===== config.mk =====
export PLATFORM = sky130hd
export DESIGN_NAME = lfra_ram
export DESIGN_NICKNAME = d
export VERILOG_FILES = /design/src/rtl/lfra_ram.sv
export SDC_FILE = /design/constraint.sdc
export NUM_CORES = 2
export LEC_CHECK = 0
export BUFFER_PORTS_ARGS = -buffer_cell sky130_fd_sc_hd__buf_2
export CAP_MARGIN = 30
export CORE_UTILIZATION = 55
export DETAILED_ROUTE_END_ITERATION = 10
export GPL_TIMING_DRIVEN = 0
export HOLD_SLACK_MARGIN = 0.03
export PLACE_DENSITY = 0.71
export SETUP_SLACK_MARGIN = 0.2
export SLEW_MARGIN = 15
export SYNTH_ARGS = -nofsm -noshare
export SYNTH_HDL_FRONTEND = slang
export SYNTH_SLANG_ARGS = --single-unit

===== constraint.sdc =====
create_clock -name clk -period 2.9 [get_ports clk]
set_input_delay 0.145 -clock clk [delete_from_list [all_inputs] [get_ports clk]]
set_output_delay 0.145 -clock clk [all_outputs]
set_load 0.03 [all_outputs]

===== src/rtl/lfra_ram.sv =====
// Generic single write port, single read port RAM with a registered read.
// No dependencies.
module lfra_ram #(
    parameter int WIDTH = 8,
    parameter int DEPTH = 256
) (
    input  logic                     clk,
    input  logic                     we,
    input  logic [$clog2(DEPTH)-1:0] waddr,
    input  logic [WIDTH-1:0]         wdata,
    input  logic                     re,
    input  logic [$clog2(DEPTH)-1:0] raddr,
    output logic [WIDTH-1:0]         rdata
);

    logic [WIDTH-1:0] mem [DEPTH];
    logic [WIDTH-1:0] rdata_reg;

    always_ff @(posedge clk) begin
        if (we) begin
            mem[waddr] <= wdata;
        end
        if (re) begin
            rdata_reg <= mem[raddr];
        end
    end

    assign rdata = rdata_reg;

endmodule


==> qor.yml <==
synth_flop_cell: "edfxtp_1"
endpoint_kind: "flip-flop"
io-pin-count: 35
die_width_um: 383
skew_ns: 0.0270
cts_setup_buffers: 0
rsz0062_at_grt: "true"
layout-drive-gt1-share_pct: 24.2
fmax_mhz: 347
grt_max_degree: 141
drt_pass1_iterations: 11
violations: "design-rule violations"
clk_latency_ns: 0.85
swShare_pct: 21.9
post_drt_via_cell_ratio: 6.94
syn_nets: 3760
cts.sinks: 2056
fp.dieH_um: 383
cts_htree_levels: 4
syn-mean-instance-area_um2: 21.3
cts_tree: "done"
grt-busiest-layer: "met2"
intPower_mw: 48.0
grt_pass1_wl_um: 319000
hp-class: "in2reg"
fin_crit_ns: 2.88
die-area_um2: 146000
grt_remaining_overflow: 0
ys_seq_area_share_pct: 77.5
grt_antenna_before_repair: 20
stdcell_count: 6112
critPathMaxFanout: 10
dp_hpwl_um: 156000
p_comb_share_pct: 5.8
drtAntennaViolNets: 0
netlist_area_um2: 79600
cts_root_buffer: "clkbuf_16"
dp.cells: 5723
drt_iter0_drc: 7112
use_met3_pct: 11.7
grt_usage_pct: 32.2
async_flop_share_pct: 0
vias: 42416
area_delta_synth_final_pct: 12.9
cellLeakagePower_nw: 27.9
final_hold_viol_count: 0
crit_type: "in2reg"
initial_utilization_pct: 55.4
floorplan.rows: 139
fin_crit_sh_pct: 99.4
grt_pass1_vias: 40998
final_nets: 4058
grtUsageMet2_pct: 47.7
slew_violations: 0
route.detailed.drc: 16
cts_buffer_depth: 3
clk_pin_slew_ns: 0.06
multi_input_area_um2: 16700
synth.top_cell.area_share_pct: 77.5
largest_register_ffs: 2048
wl_per_cell_um: 38.3
synth_area_leaders: "edfxtp_1, mux4_2, mux2i_1"
ys_seq_elements: 2056
power_switching_mw: 13.5
cp.arrival_ns: 3.33
total_power_mw: 61.4
core_um2: 144000
ir_worst_vdd_v: 0.000637
synth_cells: 3733
power_density_nw_per_um2: 683
use_met1_pct: 41.8
maxCapViolCount: 0
seqCellArea_um2: 61700
io_buffers: 27
synth.distinct_cells: 54
seqPwrFrac_pct: 53.4
critPathLaunchType: "input port"
worstMarginPinSlew_ns: 1.12
yosysWarnings: 0
synth_edf_count: 2056
cts_made_buffers: 195
nFillCells: 9709
wirelength_um: 234000
p_clk_share_pct: 40.8
slew_headroom_pct: 25.6
worstPathRequired_ns: 3.35
status: "complete, but fails checks"
finalWeightedCongestion: 0.965
finalWorstSetupSlack_ns: 0.0178
setup_violations: 0
pre_cts_ws_ns: -1.64
synth_top_cell_by_area: "edfxtp_1"
power groups by stage:
| stage | clock [mW] | sequential [mW] | combinational (mW) |
|---|---|---|---|
| after detailed placement | 0 | 33.4 | 3.39 |
| final | 25.1 | 32.8 | 3.58 |
| after CTS | 25.0 | 32.8 | 3.45 |
| after global placement | 0 | 33.5 | 3.22 |
| after global routing | 26.1 | 32.8 | 3.61 |
| after floorplan | 0 | 33.5 | 1.59 |
final timing paths:
kind | start | to | slack [ns] | cells after the start
setup reg to reg | mem[27][5] | rdata[5] | 0.17 | 7
hold / removal | waddr[4] | mem[170][3] | 0.16 | 4
setup / recovery | waddr[0] | mem[61][3] | 0.02 | 6
hold reg to reg | mem[78][0] | rdata[0] | 1.21 | 5
cell type report:
type,count,area share [%]
clock buffers,244,5.77
plain buffers,233,1.74
repair buffers,101,1.44
well taps,1903,2.65
inverters,2,0.00835
diodes,16,0.0445
clock inverters,115,1.11
flip-flops and latches,2056,68.6
multi-input cells,1442,18.6
cells in the mapped netlist, types with 2 or more instances:
cell,instances
nand4_1,10
nor2b_1,31
nor2_1,282
o32ai_1,4
a221oi_1,13
o21ai_1,2
nand2_1,33
edfxtp_1,2056
buf_8,13
nand3_1,34
mux4_2,454
mux4_1,2
a311oi_1,2
clkbuf_1,111
o22ai_1,28
a31oi_1,2
o21ai_0,10
buf_2,31
nor3_1,22
buf_1,22
or2_2,4
a22oi_1,133
nand3b_1,2
a2111oi_1,2
buf_6,21
a22o_1,8
buf_12,8
and3b_1,2
mux2i_1,134
a21oi_1,96
buf_4,27
nor4_2,3
nand2b_1,8
and2_1,6
o22a_1,5
a211oi_1,16
o211ai_1,10
nor4_1,24
o221ai_1,46
a2111oi_0,2
placed cells by master (no fill, tap or decap), types with 14 or more instances in the layout:
cell type,count
edfxtp_1,2056
mux4_2,454
nor2_1,271
clkbuf_16,201
mux2i_1,134
a22oi_1,132
clkbuf_1,106
a21oi_1,95
buf_2,53
clkinv_1,53
buf_4,47
clkbuf_2,46
o221ai_1,46
buf_6,41
nand3_1,34
clkinv_2,34
nand2_1,33
nor2b_1,31
o22ai_1,28
buf_8,24
buf_16,21
nor3_1,19
diode_2,16
a211oi_1,16
bufinv_16,16
buf_1,14
kinds of logic (layout without fill, tap and decap cells):
logic type	Yosys count	count (layout)	share of synthesized area (%)
flops	2056	2056	77.5
simple gates	466	466	2.63
mux	591	591	14.6
compound gates	385	385	3.42
buf+inv	235	695	1.83
other cells	0	16	0
metal layers:
metal  wire length (µm)  up-vias
met3              34000      693
met4              14000       18
li1                   -    16322
met1              80000    21931
met5                139        -
met2             106000     3452
through the flow:
stage	TNS, ns	hold WS [ns]	area [µm²]	util [%]
6_report	0	0.164	89900	62.6
5_1_grt	0	0.170	89900	62.6
4_1_cts	0	0.100	89700	62.5
3_5_place_dp	-373.79	0.573	83300	58.0
3_3_place_gp	-3602.84	0.570	82200	57.2
2_1_floorplan	0	0.244	79600	-
worst max-delay path, cell delays in order:
cell	delay, ns
clkbuf_1	0.38
nor2b_1	0.19
clkbuf_1	0.38
nand4_1	0.60
clkbuf_2	0.75
nor2_1	0.86
timing repair:
item                                   in CTS  in global routing
gates resized for setup                    52                 41
pin swaps                                   0                  1
hold buffers                                9                  0
endpoints found under the hold margin     850                  0
setup endpoints to repair                  21                125
Power figures use the tool's default switching activity.
