==> config.mk <==
export PLATFORM = sky130hd
export DESIGN_NAME = lfra_div
export DESIGN_NICKNAME = d
export VERILOG_FILES = /design/src/rtl/lfra_pkg.sv /design/src/rtl/lfra_div.sv
export SDC_FILE = /design/constraint.sdc
export NUM_CORES = 1
export LEC_CHECK = 0
export ABC_AREA = 1
export BUFFER_PORTS_ARGS = -buffer_cell sky130_fd_sc_hd__buf_2
export CAP_MARGIN = 20
export CORE_MARGIN = 4
export CORE_UTILIZATION = 50
export CTS_BUF_LIST = sky130_fd_sc_hd__clkbuf_8 sky130_fd_sc_hd__clkbuf_16
export CTS_CLUSTER_SIZE = 8
export DETAILED_ROUTE_END_ITERATION = 10
export PLACE_DENSITY = 0.72
export RECOVER_POWER = 50
export SLEW_MARGIN = 30
export SYNTH_ARGS = -nofsm -noshare
export SYNTH_HDL_FRONTEND = slang
export SYNTH_SLANG_ARGS = --single-unit
==> constraint.sdc <==
create_clock -name clk -period 5.14 [get_ports clk]
set_clock_uncertainty 0.1 [all_clocks]
set_input_delay 0.257 -clock clk [delete_from_list [all_inputs] [get_ports clk]]
set_output_delay 0.257 -clock clk [all_outputs]
set_load 0.01 [all_outputs]
==> src/rtl/lfra_pkg.sv <==
// Package for the letter frequency running average block: sizes, codes,
// payload structs and the controller state type. No dependencies.
package lfra_pkg;

    localparam int SYMBOLS     = 256;
    localparam int COUNT_BITS  = 32;
    localparam int FRAC_BITS   = 24;
    localparam int WEIGHT_BITS = 40;

    localparam int SYM_W   = $clog2(SYMBOLS);
    localparam int FREQ_W  = FRAC_BITS + 1;
    localparam int D_W     = WEIGHT_BITS + 1;
    localparam int NUM_W   = D_W + FREQ_W;
    localparam int W_LO_W  = WEIGHT_BITS / 2;
    localparam int W_HI_W  = WEIGHT_BITS - W_LO_W;
    localparam int PROD_W  = FREQ_W + W_HI_W;
    localparam int DCNT_W  = $clog2(FREQ_W);

    localparam int BYTE_W     = 8;
    localparam int OP_W       = 2;
    localparam int CFG_IDX_W  = 3;
    localparam int CFG_DATA_W = 8;

    localparam logic [COUNT_BITS-1:0]  COUNT_MAX  = {COUNT_BITS{1'b1}};
    localparam logic [WEIGHT_BITS-1:0] WEIGHT_MAX = {WEIGHT_BITS{1'b1}};
    localparam logic [FREQ_W-1:0]      ONE_FIX    = FREQ_W'(1) << FRAC_BITS;

    localparam logic [OP_W-1:0] OP_TEXT  = 2'd0;
    localparam logic [OP_W-1:0] OP_MERGE = 2'd1;
    localparam logic [OP_W-1:0] OP_READ  = 2'd2;

    localparam logic [CFG_IDX_W-1:0] CFG_SKIP_A = 3'd0;
    localparam logic [CFG_IDX_W-1:0] CFG_SKIP_B = 3'd1;
    localparam logic [CFG_IDX_W-1:0] CFG_SKIP_C = 3'd2;
    localparam logic [CFG_IDX_W-1:0] CFG_SKIP_D = 3'd3;

    localparam logic [BYTE_W-1:0] SKIP_A_RST = 8'd32;
    localparam logic [BYTE_W-1:0] SKIP_B_RST = 8'd10;
    localparam logic [BYTE_W-1:0] SKIP_C_RST = 8'd13;
    localparam logic [BYTE_W-1:0] SKIP_D_RST = 8'd9;

    localparam logic [BYTE_W-1:0] CHAR_LOWER_A = 8'h61;
    localparam logic [BYTE_W-1:0] CHAR_LOWER_Z = 8'h7a;
    localparam logic [BYTE_W-1:0] CASE_OFFSET  = 8'h20;

    typedef struct packed {
        logic [OP_W-1:0]   opcode;
        logic [BYTE_W-1:0] data_byte;
    } lfra_in_t;

    typedef struct packed {
        logic                   status;
        logic [FREQ_W-1:0]      frequency;
        logic [WEIGHT_BITS-1:0] total_weight;
    } lfra_out_t;

    typedef enum logic [3:0] {
        ST_CLEAR,
        ST_IDLE,
        ST_READ,
        ST_M_CHECK,
        ST_M_RD,
        ST_M_MUL0,
        ST_M_MUL1,
        ST_M_SUM,
        ST_M_DIV,
        ST_DONE
    } lfra_state_t;

endpackage

==> src/rtl/lfra_div.sv <==
// Restoring divider, one quotient bit per cycle, for the frequency merge.
// Depends on lfra_pkg.
module lfra_div (
    input  logic                       clk,
    input  logic                       rstn,
    input  logic                       start,
    input  logic [lfra_pkg::NUM_W-1:0]  num,
    input  logic [lfra_pkg::D_W-1:0]    den,
    output logic                       done,
    output logic [lfra_pkg::FREQ_W-1:0] quot
);
    import lfra_pkg::*;

    logic              busy_reg, busy_next;
    logic              done_reg, done_next;
    logic [DCNT_W-1:0] cnt_reg, cnt_next;
    logic [D_W-1:0]    rem_reg, rem_next;
    logic [D_W-1:0]    den_reg, den_next;
    logic [FREQ_W-1:0] qn_reg, qn_next;
    logic [D_W:0]      trial;
    logic              qbit;

    always_comb begin
        busy_next = busy_reg;
        done_next = 1'b0;
        cnt_next  = cnt_reg;
        rem_next  = rem_reg;
        den_next  = den_reg;
        qn_next   = qn_reg;
        trial     = {rem_reg, qn_reg[FREQ_W-1]};
        qbit      = (trial >= {1'b0, den_reg});
        if (start) begin
            busy_next = 1'b1;
            cnt_next  = DCNT_W'(FREQ_W - 1);
            rem_next  = num[NUM_W-1 -: D_W];
            qn_next   = num[FREQ_W-1:0];
            den_next  = den;
        end else if (busy_reg) begin
            rem_next = qbit ? D_W'(trial - {1'b0, den_reg}) : trial[D_W-1:0];
            qn_next  = {qn_reg[FREQ_W-2:0], qbit};
            cnt_next = cnt_reg - DCNT_W'(1);
            if (cnt_reg == '0) begin
                busy_next = 1'b0;
                done_next = 1'b1;
            end
        end
    end

    always_ff @(posedge clk) begin
        if (!rstn) begin
            busy_reg <= 1'b0;
            done_reg <= 1'b0;
        end else begin
            busy_reg <= busy_next;
            done_reg <= done_next;
        end
    end

    always_ff @(posedge clk) begin
        cnt_reg <= cnt_next;
        rem_reg <= rem_next;
        den_reg <= den_next;
        qn_reg  <= qn_next;
    end

    assign done = done_reg;
    assign quot = qn_reg;

endmodule
==> metrics.md, run 1 <==
| Metric | Value |
|---|---|
| WP buf/inv | 3 |
| Total negative slack | 0 ns |
| Syn-to-layout area delta | 26.4% |
| Routed wire length | 23400 µm |
| Setup violators final | 0 |
| Endpoint, Worst Hold | rem_reg[39]$_DFFE_PP_ |
| Synth unique cells | 39 |
| CP Cell Sequence | clkbuf_1, inv_2, clkbuf_2, nand2_2, nand2_1, nand2_1, nand2_1 |
| # clock sinks | 114 |
| # H-tree levels | 4 |
| Top cell type by total area after synthesis | edfxtp_1 |
| DR iter-0 viols | 539 |
| Fin crit period | 3.45 ns |
| Die width | 137 µm |
| PnR Total Power | 4.26 mW |
| Ys async rst share | 0% |
| PD cells | 405 mW/mm² |
| DR DRC count | 0 |
| Slew HR | -46.0% |
| CP delay by family, top | buffers and inverters |
| Synth Area per Inst | 7.07 µm² |
| Die area | 0.0187 mm² |
| Nets | 1541 |
| Largest net degree at the start of global routing | 70 |
| Peak Freq | 290 MHz |
| WP data arrival | 3.53 ns |
| Crit end category | flip-flop |
| Placed wire-length estimate | 16800 µm |
| Post-route ant nets | 0 |
| Core Region | 0.0161 mm² |
| R2R Setup Slk | 2.06 ns |
| Ys flop type | edfxtp_1 |
| Register bit count reported by yosys | 114 |
| Hold_buf cts | 79 |
| GRT Total Usage | 26.1% |
| Post-CTS sizing | 0 |
| Synth warn | 0 |
| Top cell type's share of synthesized area | 38.7% |
| RSZ-0062 raised after global routing | false |
| WS Path Type | input port to flip-flop |
| Slew Limit Fails | 46 |
| Worst slew pin tran | 2.19 ns |
| GR Overflow Total | 0 |
| Crit Path Max Fanout | 69 |
| First-pass GRT wire length | 38000 µm |
| Seq/Total Area, Yosys | 40.4% |
| Clock buffer depth | 2 |
| Worst Hold Class | input port to flip-flop |
| N_diodes | 0 |
| Mapped Nets | 1329 |
| Vias in the first global route | 7936 |
| Min-delay src | num[64] |
| RePlAce Congestion | 0.986 |
| Post-synthesis cell area | 0.00831 mm² |
| Fin crit share | 67.1% |
| Crit-path slowest cell | clkbuf_1 |
| EDFF count, synth | 107 |
| CP Launch Type | input port |
| Req. time, crit path | 5.22 ns |
| Avg WL per Cell | 14.5 µm |
| Ratio of cells with drive above 1 in the final layout | 12.0% |
| Status | finished, violations left |
| Slowest stage delay, CP | 1.52 ns |
| Synth Instances | 1176 |
| CTS buffer count | 17 |
| Initial core utilization | 51.7% |
| Most used cell, CP | nand2_1 |
| Drt pass-1 iters | 6 |
| Root Buffer | clkbuf_16 |
| Die Y-Extent | 137 µm |
| Num rows | 46 |
| R2R cell count | 13 |
| Leak Pwr | 5.45 nW |
| Worst-path clk slew | 0.06 ns |
| Post-CTS Setup Bufs | 0 |
| Reg2reg end | rem_reg[31]$_DFFE_PP_ |
| Depth of the worst hold-timing path | 3 |
| TritonCTS clock tree | done |
| Synth area leaders | edfxtp_1 (39%), nand2_1 (22%), inv_1 (8.8%), ha_1 (6.3%), nand3_1 (4.6%) |
| Utilization of the core after routing | 65.4% |
| Initial antenna violation count | 0 |
| Failing checks | capacitance limit, slew limit |
| IO Port Bufs | 135 |
| R2r startpoint | rem_reg[28]$_DFFE_PP_ |
| Routed vias/inst | 4.87 |
| Maximum vdd drop | 0.000281 V |
| Worst-skew pair later-pin latency | 0.44 ns |
| Vias post-DR | 7870 |
| I/O pins | 136 |
| Final Hold Fails | 0 |
| Max cap viols | 1 |
[routing by layer]
layer	track usage, %	up-vias	wire [µm]
li1	-	4096	-
met1	33.0	3518	10400
met2	44.4	217	11100
met3	6.29	39	1420
met4	8.09	0	483
met5	0	-	0
[how the worst max path moves through the flow]
stage | startpoint | endpoint | slack (ns) | depth (start not counted)
detailed placement | rem_reg[28]$_DFFE_PP_ | rem_reg[31]$_DFFE_PP_ | 2.15 | 13
CTS | rem_reg[28]$_DFFE_PP_ | rem_reg[31]$_DFFE_PP_ | 2.13 | 13
finish | start | rem_reg[31]$_DFFE_PP_ | 1.69 | 7
global placement | rem_reg[28]$_DFFE_PP_ | rem_reg[35]$_DFFE_PP_ | 2.22 | 13
floorplan | start | quot[0]$_DFFE_PP_ | 2.30 | 4
global route | start | rem_reg[29]$_DFFE_PP_ | 1.25 | 7
[cells in the mapped netlist (7+ instances only)]
cell type / n
a21oi_1: 31
clkbuf_1: 14
dfxtp_1: 7
edfxtp_1: 107
ha_1: 42
inv_1: 195
nand2_1: 497
nand3_1: 76
nand3b_1: 23
nor2_1: 81
nor2_2: 10
o21ai_0: 10
o21ai_1: 11
xnor2_1: 21
[placed cells by master (no fill, tap or decap), types with 28 or more instances in the layout]
cell type	synthesis	layout
nor2_1	81	81
a21oi_1	31	31
inv_1	195	195
dlygate4sd3_1	0	79
buf_2	4	107
nand3_1	76	76
ha_1	42	42
clkbuf_1	14	28
edfxtp_1	107	107
nand2_1	497	496
[layout make-up]
cell class | instances | area, µm²
Clock buffer | 17 | 425
Clock inverter | 15 | 183
Fill cell | 1423 | 5560
Inverter | 198 | 743
Multi-Input combinational cell | 840 | 4080
Sequential cell | 114 | 3350
Tap cell | 216 | 270
Timing Repair Buffer | 217 | 1450
[report_power, final]
part | switching [mW] | total [mW] | internal (mW) | leakage, nW
Clock | 0.477 | 1.24 | 0.764 | 0.289
Combinational | 1.10 | 1.74 | 0.640 | 4.03
Sequential | 0.0712 | 1.27 | 1.20 | 1.13
Total | 1.65 | 4.26 | 2.60 | 5.45
[metrics by stage]
step	hold slack [ns]	worst slack [ns]	instances	area [µm²]
2_1_floorplan	0.256	2.30	1176	8310
3_3_place_gp	0.334	2.22	1506	9150
3_5_place_dp	0.335	2.15	1506	9150
4_1_cts	0.0000519	2.13	1617	10500
5_1_grt	0.00465	1.25	1617	10500
6_report	0.00675	1.69	1617	10500
[logic make-up after synthesis]
logic type / count (synthesis) / share of synthesized area [%]
AO/OA/AOI/OAI: 61 / 3.93
XOR/XNOR: 22 / 2.32
adder cells (fa/ha/maj): 43 / 6.57
buffers and inverters: 222 / 10.6
flip-flops: 114 / 40.4
AND/OR/NAND/NOR: 714 / 36.2
[worst reg2reg max path, stage by stage, from the launching register on]
cell	delay, ns
edfxtp_1	0.39
ha_1	0.38
a21oi_1	0.28
nand2_1	0.12
nand2_1	0.07
nand2_1	0.07
nand2_1	0.08
nand3_2	0.12
nor2_8	0.40
nand2_8	0.27
nand2_2	0.33
nand2_1	0.10
nand2_1	0.07
nand2_1	0.05
Note: power is estimated with default switching activity, not from simulation.
==> inputs of run 2 (changes only) <==
Clock period 5.14 ns to 3.2 ns, I/O delays scaled along.
==> run 2 against run 1 <==
The run still ends with capacitance limit, slew limit left. Final cell count is 2.2% higher. Worst setup slack worse by 1.3 ns. Power is 62% higher. Global-route usage is 0.94 points higher. First-iteration DRC count is 2.0% lower. Combinational power is 66% higher. Non-clock buffer count is 35 higher. Register-to-register slack worse by 1.7 ns. Final area is 3.3% higher. Die area stayed put. Sequential cell count stayed put. Largest cell class unchanged. Highest routed layer unchanged.
==> metrics.md, run 2 (synthesis results as in run 1) <==
| Metric | Value |
|---|---|
| Fin crit share | 88.4% |
| Worst-skew pair later-pin latency | 0.42 ns (-0.02 ns) |
| GR Overflow Total | 0 (unchanged) |
| GRT Total Usage | 27.0% (+0.94 points) |
| Worst Hold Class | input port to flip-flop |
| Clk pwr share | 28.6% (-0.6 points) |
| Crit Path Max Fanout | 24 (-65%) |
| Avg WL per Cell | 15.0 µm (+3.6%) |
| Root Buffer | clkbuf_16 |
| Vias in the first global route | 8186 (+3.2%) |
| Core Region | 0.0161 mm² (unchanged) |
| Int Power | 4.24 mW (+63%) |
| I/O pins | 136 (unchanged) |
| Routed vias/inst | 4.97 (+2.2%) |
| Post-route ant nets | 0 (unchanged) |
| DR iter-0 viols | 528 (-2.0%) |
| WP data arrival | 2.90 ns (-0.63 ns) |
| Worst-path clk slew | 0.06 ns (about the same) |
| First-pass GRT wire length | 39500 µm (+4.0%) |
| Setup WS pre-CTS | 0.395 ns (-1.76 ns) |
| RSZ-0062 raised after global routing | false |
| Fin crit period | 2.83 ns |
| Ratio of cells with drive above 1 in the final layout | 12.6% (+0.61 points) |
| Register area | 0.00335 mm² (unchanged) |
| TritonCTS clock tree | done |
| DR DRC count | 0 (unchanged) |
| Sequential share of power | 29.6% (-0.2 points) |
| Worst slew pin tran | 1.95 ns (-0.239 ns) |
| # H-tree levels | 4 (unchanged) |
| Maximum vdd drop | 0.000448 V (+60%) |
| N_diodes | 0 (unchanged) |
| Commonest non-fill, non-tap cell in the layout | nand2_1 |
| IO Port Bufs | 135 (unchanged) |
| Peak Freq | 354 MHz |
| Most frequent cells in the layout | nand2_1 (496), inv_1 (197), buf_2 (115) |
| Drt pass-1 iters | 5 (-1) |
| Sw power | 2.67 mW (+61%) |
| Status | finished, violations left |
| Vias post-DR | 8218 (+4.4%) |
| Design area | 0.0109 mm² (+3.3%) |
| WHS | 0.186 ns (+0.179 ns) |
| Filler instances | 1343 (-5.6%) |
| Req. time, crit path | 3.27 ns (-1.95 ns) |
| Max cap viols | 1 (unchanged) |
| Post-CTS sizing | 0 (unchanged) |
| Multi-input logic area | 0.00408 mm² (unchanged) |
| Dpl cell area | 0.00920 mm² (+0.63%) |
| Nets | 1576 (+2.3%) |
| Die Y-Extent | 137 µm (unchanged) |
| Die area | 0.0187 mm² (unchanged) |
| Final worst setup slack | 0.372 ns (-1.32 ns) |
| Comb pwr share | 41.8% (+0.8 points) |
| Setup violators final | 0 (unchanged) |
| CTS buffer count | 17 (unchanged) |
| WS Path Type | flip-flop to flip-flop |
| # clock sinks | 114 (unchanged) |
| Routed wire length | 24800 µm (+5.8%) |
| Failing checks | capacitance limit, slew limit |
| Crit end category | flip-flop |
| Final Hold Fails | 0 (unchanged) |
| Num rows | 46 (unchanged) |
| Largest net degree at the start of global routing | 69 (-1.4%) |
| Slew HR | -30.1% (+16 points) |
| Placed wire-length estimate | 17500 µm (+4.1%) |
| Initial core utilization | 51.7% (unchanged) |
| Clock buffer depth | 2 (unchanged) |
| RePlAce Congestion | 0.947 (-4.0%) |
| Die width | 137 µm (unchanged) |
| Initial antenna violation count | 0 (unchanged) |
| Utilization of the core after routing | 67.6% (+2.2 points) |
| Total negative slack | 0 ns (unchanged) |
| Leak Pwr | 5.62 nW (+3.3%) |
| CP Launch Type | flip-flop |
| PD cells | 637 mW/mm² (+57%) |
| Sw Share | 38.6% (-0.26 points) |
| Syn-to-layout area delta | 30.6% |
| Slew Limit Fails | 43 (-6.5%) |
==> run 2: changes by cell type in the layout (fill, tap and decap cells not counted) <==
cell           change
dlygate4sd3_1     +29
buf_2              +8
clkbuf_1           -7
buf_4              +5
clkinv_4           -5
clkinv_1           -2
clkinv_2           +2
clkinvlp_4         +2
inv_1              +2
buf_12             +1
clkbuf_2           -1
clkbuf_8           +1
==> run 2: final cells by class <==
| class | instances | area share (%) |
|---|---|---|
| clock buffer | 18 | 4.05 |
| inverter | 198 | 6.85 |
| multi-input combinational | 840 | 37.6 |
| sequential | 114 | 30.9 |
| clock inverter | 14 | 1.51 |
| tap | 216 | 2.49 |
| timing repair buffer | 252 | 16.6 |
==> run 2: critical path, stage by stage, from the launching register on <==
cell and delay (ns):
edfxtp_1 0.47, inv_1 0.10, ha_1 0.14, inv_1 0.07, fa_1 0.44, nand3_1 0.15, nand3_2 0.12, nand2_1 0.12
nand3_2 0.11, nand2_4 0.10, buf_4 0.31, nand3_1 0.12, nand2_1 0.09, inv_1 0.05, nand2_1 0.05, nand2_1 0.04
==> run 2: stage by stage <==
stage / power (mW) / instances
after global placement: 4.78 / 1512
after CTS: 6.91 / 1652
after detailed placement: 4.81 / 1512
after floorplan: 4.11 / 1176
after global routing: 7.39 / 1652
final: 6.91 / 1652
==> run 2: metal layers <==
metal  vias to the layer above  GRT usage [%]  share of wire, %
met5                         -              0                 0
met3                        36           5.81               6.2
met2                       294           46.9                48
li1                       4165              -                 -
met4                         0           8.26               1.9
met1                      3723           33.9                44
==> run 2: worst paths after layout <==
kind	slack, ns	depth (start not counted)	to	from
setup / recovery	0.37	15	rem_reg[36]$_DFFE_PP_	quot[24]$_DFFE_PP_
hold / removal	0.19	3	cnt_reg[4]$_SDFFE_PP1P_	start
setup reg to reg	0.37	15	rem_reg[36]$_DFFE_PP_	quot[24]$_DFFE_PP_
hold reg to reg	0.39	2	cnt_reg[1]$_SDFFE_PP0P_	cnt_reg[1]$_SDFFE_PP0P_
==> run 2: power by group through the flow <==
stage	clock [mW]	sequential [mW]	combinational, mW
finish	1.98	2.04	2.89
floorplan	0	2.05	2.06
global route	2.06	2.07	3.25
CTS	2.00	2.04	2.87
global placement	0	2.06	2.72
detailed placement	0	2.06	2.75
==> run 2: timing repair <==
action	4_1_cts	5_1_grt
hold endpoints to repair	109	0
hold buffers	108	0
buffers inserted	0	0
==> inputs of run 3 (changes only) <==
Settings changed: ABC_AREA 1 to not set, PLACE_DENSITY 0.72 to 0.73, SETUP_SLACK_MARGIN set to 0.2.
==> run 3 against run 2 <==
Synthesized cell count shrank 39%. Largest power group unchanged. Final cell count is 27% lower. Non-clock buffer count is 66 higher. Clock-buffer cell count did not move. Worst hold slack worse by 0.13 ns. The run ends with setup timing left. Largest cell class unchanged. Worst setup slack got worse by 0.41 ns. Critical path depth is 2 lower. Final area down 1.9%. Sequential cell count unchanged.
==> metrics.md, run 3 <==
| Metric | Value |
|---|---|
| Commonest non-fill, non-tap cell in the layout | buf_2 |
| # clock sinks | 114 (unchanged) |
| Count leader, synth | edfxtp_1 |
| R2R Setup Slk | -0.04 ns (-0.41 ns) |
| WHS | 0.0513 ns (-0.135 ns) |
| Worst slew pin tran | 1.22 ns (-0.736 ns) |
| Ratio of cells with drive above 1 in the final layout | 32.5% (+20 points) |
| Routed vias/inst | 5.59 (+12%) |
| IO Port Bufs | 135 (unchanged) |
| Routed wire length on met2 | 10700 µm (-10%) |
| Synth top cells by count | edfxtp_1 (107), a21oi_1 (76), nand2_1 (62), o21ai_0 (52) |
| Post-route ant nets | 0 (unchanged) |
| RSZ-0062 raised after global routing | true |
| Drt pass-1 iters | 5 (unchanged) |
| Synth Area per Inst | 10.2 µm² (+44%) |
| Placed wire-length estimate | 13900 µm (-20%) |
| Met3 routed WL | 1260 µm (-18%) |
| R2R cell count | 13 (-2) |
| Seq/Total Area, Yosys | 46.2% (+5.9 points) |
| First-pass GRT wire length | 35200 µm (-11%) |
| Crit Path Max Fanout | 6 (-75%) |
| Fin crit period | 3.24 ns (+0.410 ns) |
| Final Hold Fails | 0 (unchanged) |
| Vias post-DR | 6761 (-18%) |
| GRT Total Usage | 26.8% (-0.24 points) |
| Core Region | 0.0140 mm² (-13%) |
| WP buf/inv | 3 (-1) |
| Maximum vdd drop | 0.000506 V (+13%) |
| Vias in the first global route | 7161 (-13%) |
| Largest net degree at the start of global routing | 54 (-22%) |
| Die Y-Extent | 128 µm (-6.2%) |
| Die width | 128 µm (-6.2%) |
| RePlAce Congestion | 0.957 (+0.97%) |
| Critical Path Start | rem_reg[16]$_DFFE_PP_ |
| Synth Instances | 712 (-39%) |
| Ys flop type | edfxtp_1 |
| Slew HR | 19.0% (+49 points) |
| Num rows | 43 (-6.5%) |
| Synth warn | 0 (unchanged) |
| WS Path Type | flip-flop to flip-flop |
| Nets | 1168 (-26%) |
| Crit end category | flip-flop |
| Multi-input logic area | 0.00393 mm² (-3.7%) |
| Initial antenna violation count | 0 (unchanged) |
| Register bit count reported by yosys | 114 (unchanged) |
| Slew Limit Fails | 0 (-100%) |
| Worst Hold Class | input port to flip-flop |
| TritonCTS clock tree | done |
| Req. time, crit path | 3.26 ns (about the same) |
| CP Launch Type | flip-flop |
| PD cells | 769 mW/mm² (+21%) |
| CP delay by family, top | compound AO/OA/AOI/OAI gates |
| # H-tree levels | 4 (unchanged) |
| Reg2reg end | rem_reg[33]$_DFFE_PP_ |
| Highest Signal Layer | met4 |
| WP data arrival | 3.30 ns (+0.40 ns) |
| Crit-path slowest cell | edfxtp_1 |
| Register area | 0.00335 mm² (unchanged) |
| Die area | 0.0165 mm² (-12%) |
| Post-synthesis cell area | 0.00725 mm² (-13%) |
| Depth of the worst hold-timing path | 3 (unchanged) |
| Failing checks | setup timing |
| M1 WL | 9410 µm (-13%) |
| Min-delay src | num[64] |
| Final worst setup slack | -0.0372 ns (-0.410 ns) |
| CP Cell Sequence | ha_4, nor2_2, nor3_2, o2111ai_2, a311o_1, a2111oi_4, a21o_1, buf_6, buf_6, buf_6, nand3b_1, a21oi_2, nor3_2 |
| Syn-to-layout area delta | 46.8% |
| Routed wire length | 21900 µm (-12%) |
| Max cap viols | 0 (-1) |
| Most used cell, CP | buf_6 |
| Top cell type's share of synthesized area | 44.3% (+5.6 points) |
| CTS buffer count | 17 (unchanged) |
| Filler instances | 949 (-29%) |
| Initial core utilization | 51.6% (-0.10 points) |
| EDFF count, synth | 107 (unchanged) |
| Setup violators final | 4 (+4) |
| Root Buffer | clkbuf_16 |
| Peak Freq | 309 MHz (-13%) |
| Setup WS pre-CTS | -0.129 ns (-0.523 ns) |
| Synth unique cells | 59 (+51%) |
| Clock buffer depth | 2 (unchanged) |
| Ys async rst share | 0% (unchanged) |
| I/O pins | 136 (unchanged) |
| Most frequent cells in the layout | buf_2 (108), edfxtp_1 (107), dlygate4sd3_1 (105) |
| Slowest stage delay, CP | 0.45 ns (-0.02 ns) |
| Avg WL per Cell | 18.1 µm (+21%) |
| Endpoint, Worst Hold | rem_reg[39]$_DFFE_PP_ |
| DR DRC count | 0 (unchanged) |
| Synth area leaders | edfxtp_1 (44%), mux2_2 (7.8%), ha_1 (7.2%), a21oi_1 (5.2%), o21ai_0 (3.6%) |
| R2r startpoint | rem_reg[16]$_DFFE_PP_ |
| Leak Pwr | 4.45 nW (-21%) |
| Status | finished, violations left |
| Top cell type by total area after synthesis | edfxtp_1 |
| Worst-skew pair later-pin latency | 0.42 ns (about the same) |
| Mapped Nets | 865 (-35%) |
| DR iter-0 viols | 472 (-11%) |
| Fin crit share | 101% (+13 points) |
| Worst-path clk slew | 0.06 ns (about the same) |
| GR Overflow Total | 0 (unchanged) |
-- run 3: cell count changes after synthesis, sizes merged, moves of 31 or more --
cell,change
nand2,-442
inv,-147
nand3,-72
nor2,-53
mux2,+50
a21oi,+45
o21ai,+31
-- run 3: report_power, final --
part / internal [mW] / switching (mW)
clock: 1.16 / 0.712
combinational: 1.96 / 2.15
sequential: 2.00 / 0.192
total: 5.13 / 3.06
-- run 3: cells by family (layout without fill, tap and decap cells) --
logic type | after synthesis | in the layout | synth area share, %
XOR/XNOR | 35 | 35 | 4.23
flip-flops | 114 | 114 | 46.2
AND/OR/NAND/NOR | 183 | 183 | 12.4
buffers and inverters | 84 | 400 | 4.66
adder cells (fa/ha/maj) | 43 | 43 | 7.52
AO/OA/AOI/OAI | 200 | 200 | 16.7
multiplexers | 53 | 53 | 8.18
other | 0 | 1 | 0
-- run 3: layer usage --
layer  GRT usage [%]  up-vias
li1                -     3225
met1            34.1     3240
met2            45.2      243
met3            6.14       53
met4            8.99        0
met5               0        -
-- run 3: layout make-up --
class / instances / share of cell area [%]
Multi-Input combinational cell: 514 / 36.9
Sequential cell: 114 / 31.5
Timing Repair Buffer: 318 / 22.2
Clock buffer: 18 / 4.13
Tap cell: 180 / 2.12
Inverter: 50 / 1.76
Clock inverter: 14 / 1.34
Antenna cell: 1 / 0.0235
-- run 3: repair_timing --
item,in CTS,in global routing
endpoints found under the hold margin,106,0
resized for setup,54,34
hold buffers,105,0
setup buffers,14,5
pin swaps,27,12
setup endpoints to repair,42,42
-- run 3: stage by stage --
step                      area, µm²  setup TNS, ns  instances  total power, mW  utilization (%)
final                         10600        -0.0626       1209             8.18             75.8
after global routing          10600          -4.49       1208             8.66             75.8
after detailed placement       8510          -1.51       1052             5.58             60.6
after floorplan                7300              0        712             4.48                -
after CTS                     10500              0       1203             7.91             74.9
after global placement         8510        -0.0712       1052             5.52             60.6
-- run 3: worst max path at each step --
stage,endpoint,slack [ns],cells past startpoint
floorplan,rem_reg[10]$_DFFE_PP_,0.02,15
global placement,rem_reg[4]$_DFFE_PP_,-0.03,14
detailed placement,rem_reg[37]$_DFFE_PP_,-0.13,11
CTS,rem_reg[32]$_DFFE_PP_,0.04,15
global route,rem_reg[33]$_DFFE_PP_,-0.16,14
finish,rem_reg[33]$_DFFE_PP_,-0.04,13
-- run 3: worst reg2reg max path, cell delays in order (launching register included) --
cell and delay, ns:
edfxtp_1 0.45, ha_4 0.32, nor2_2 0.05, nor3_2 0.22
o2111ai_2 0.15, a311o_1 0.44, a2111oi_4 0.33, a21o_1 0.24
buf_6 0.17, buf_6 0.12, buf_6 0.09, nand3b_1 0.10
a21oi_2 0.16, nor3_2 0.06
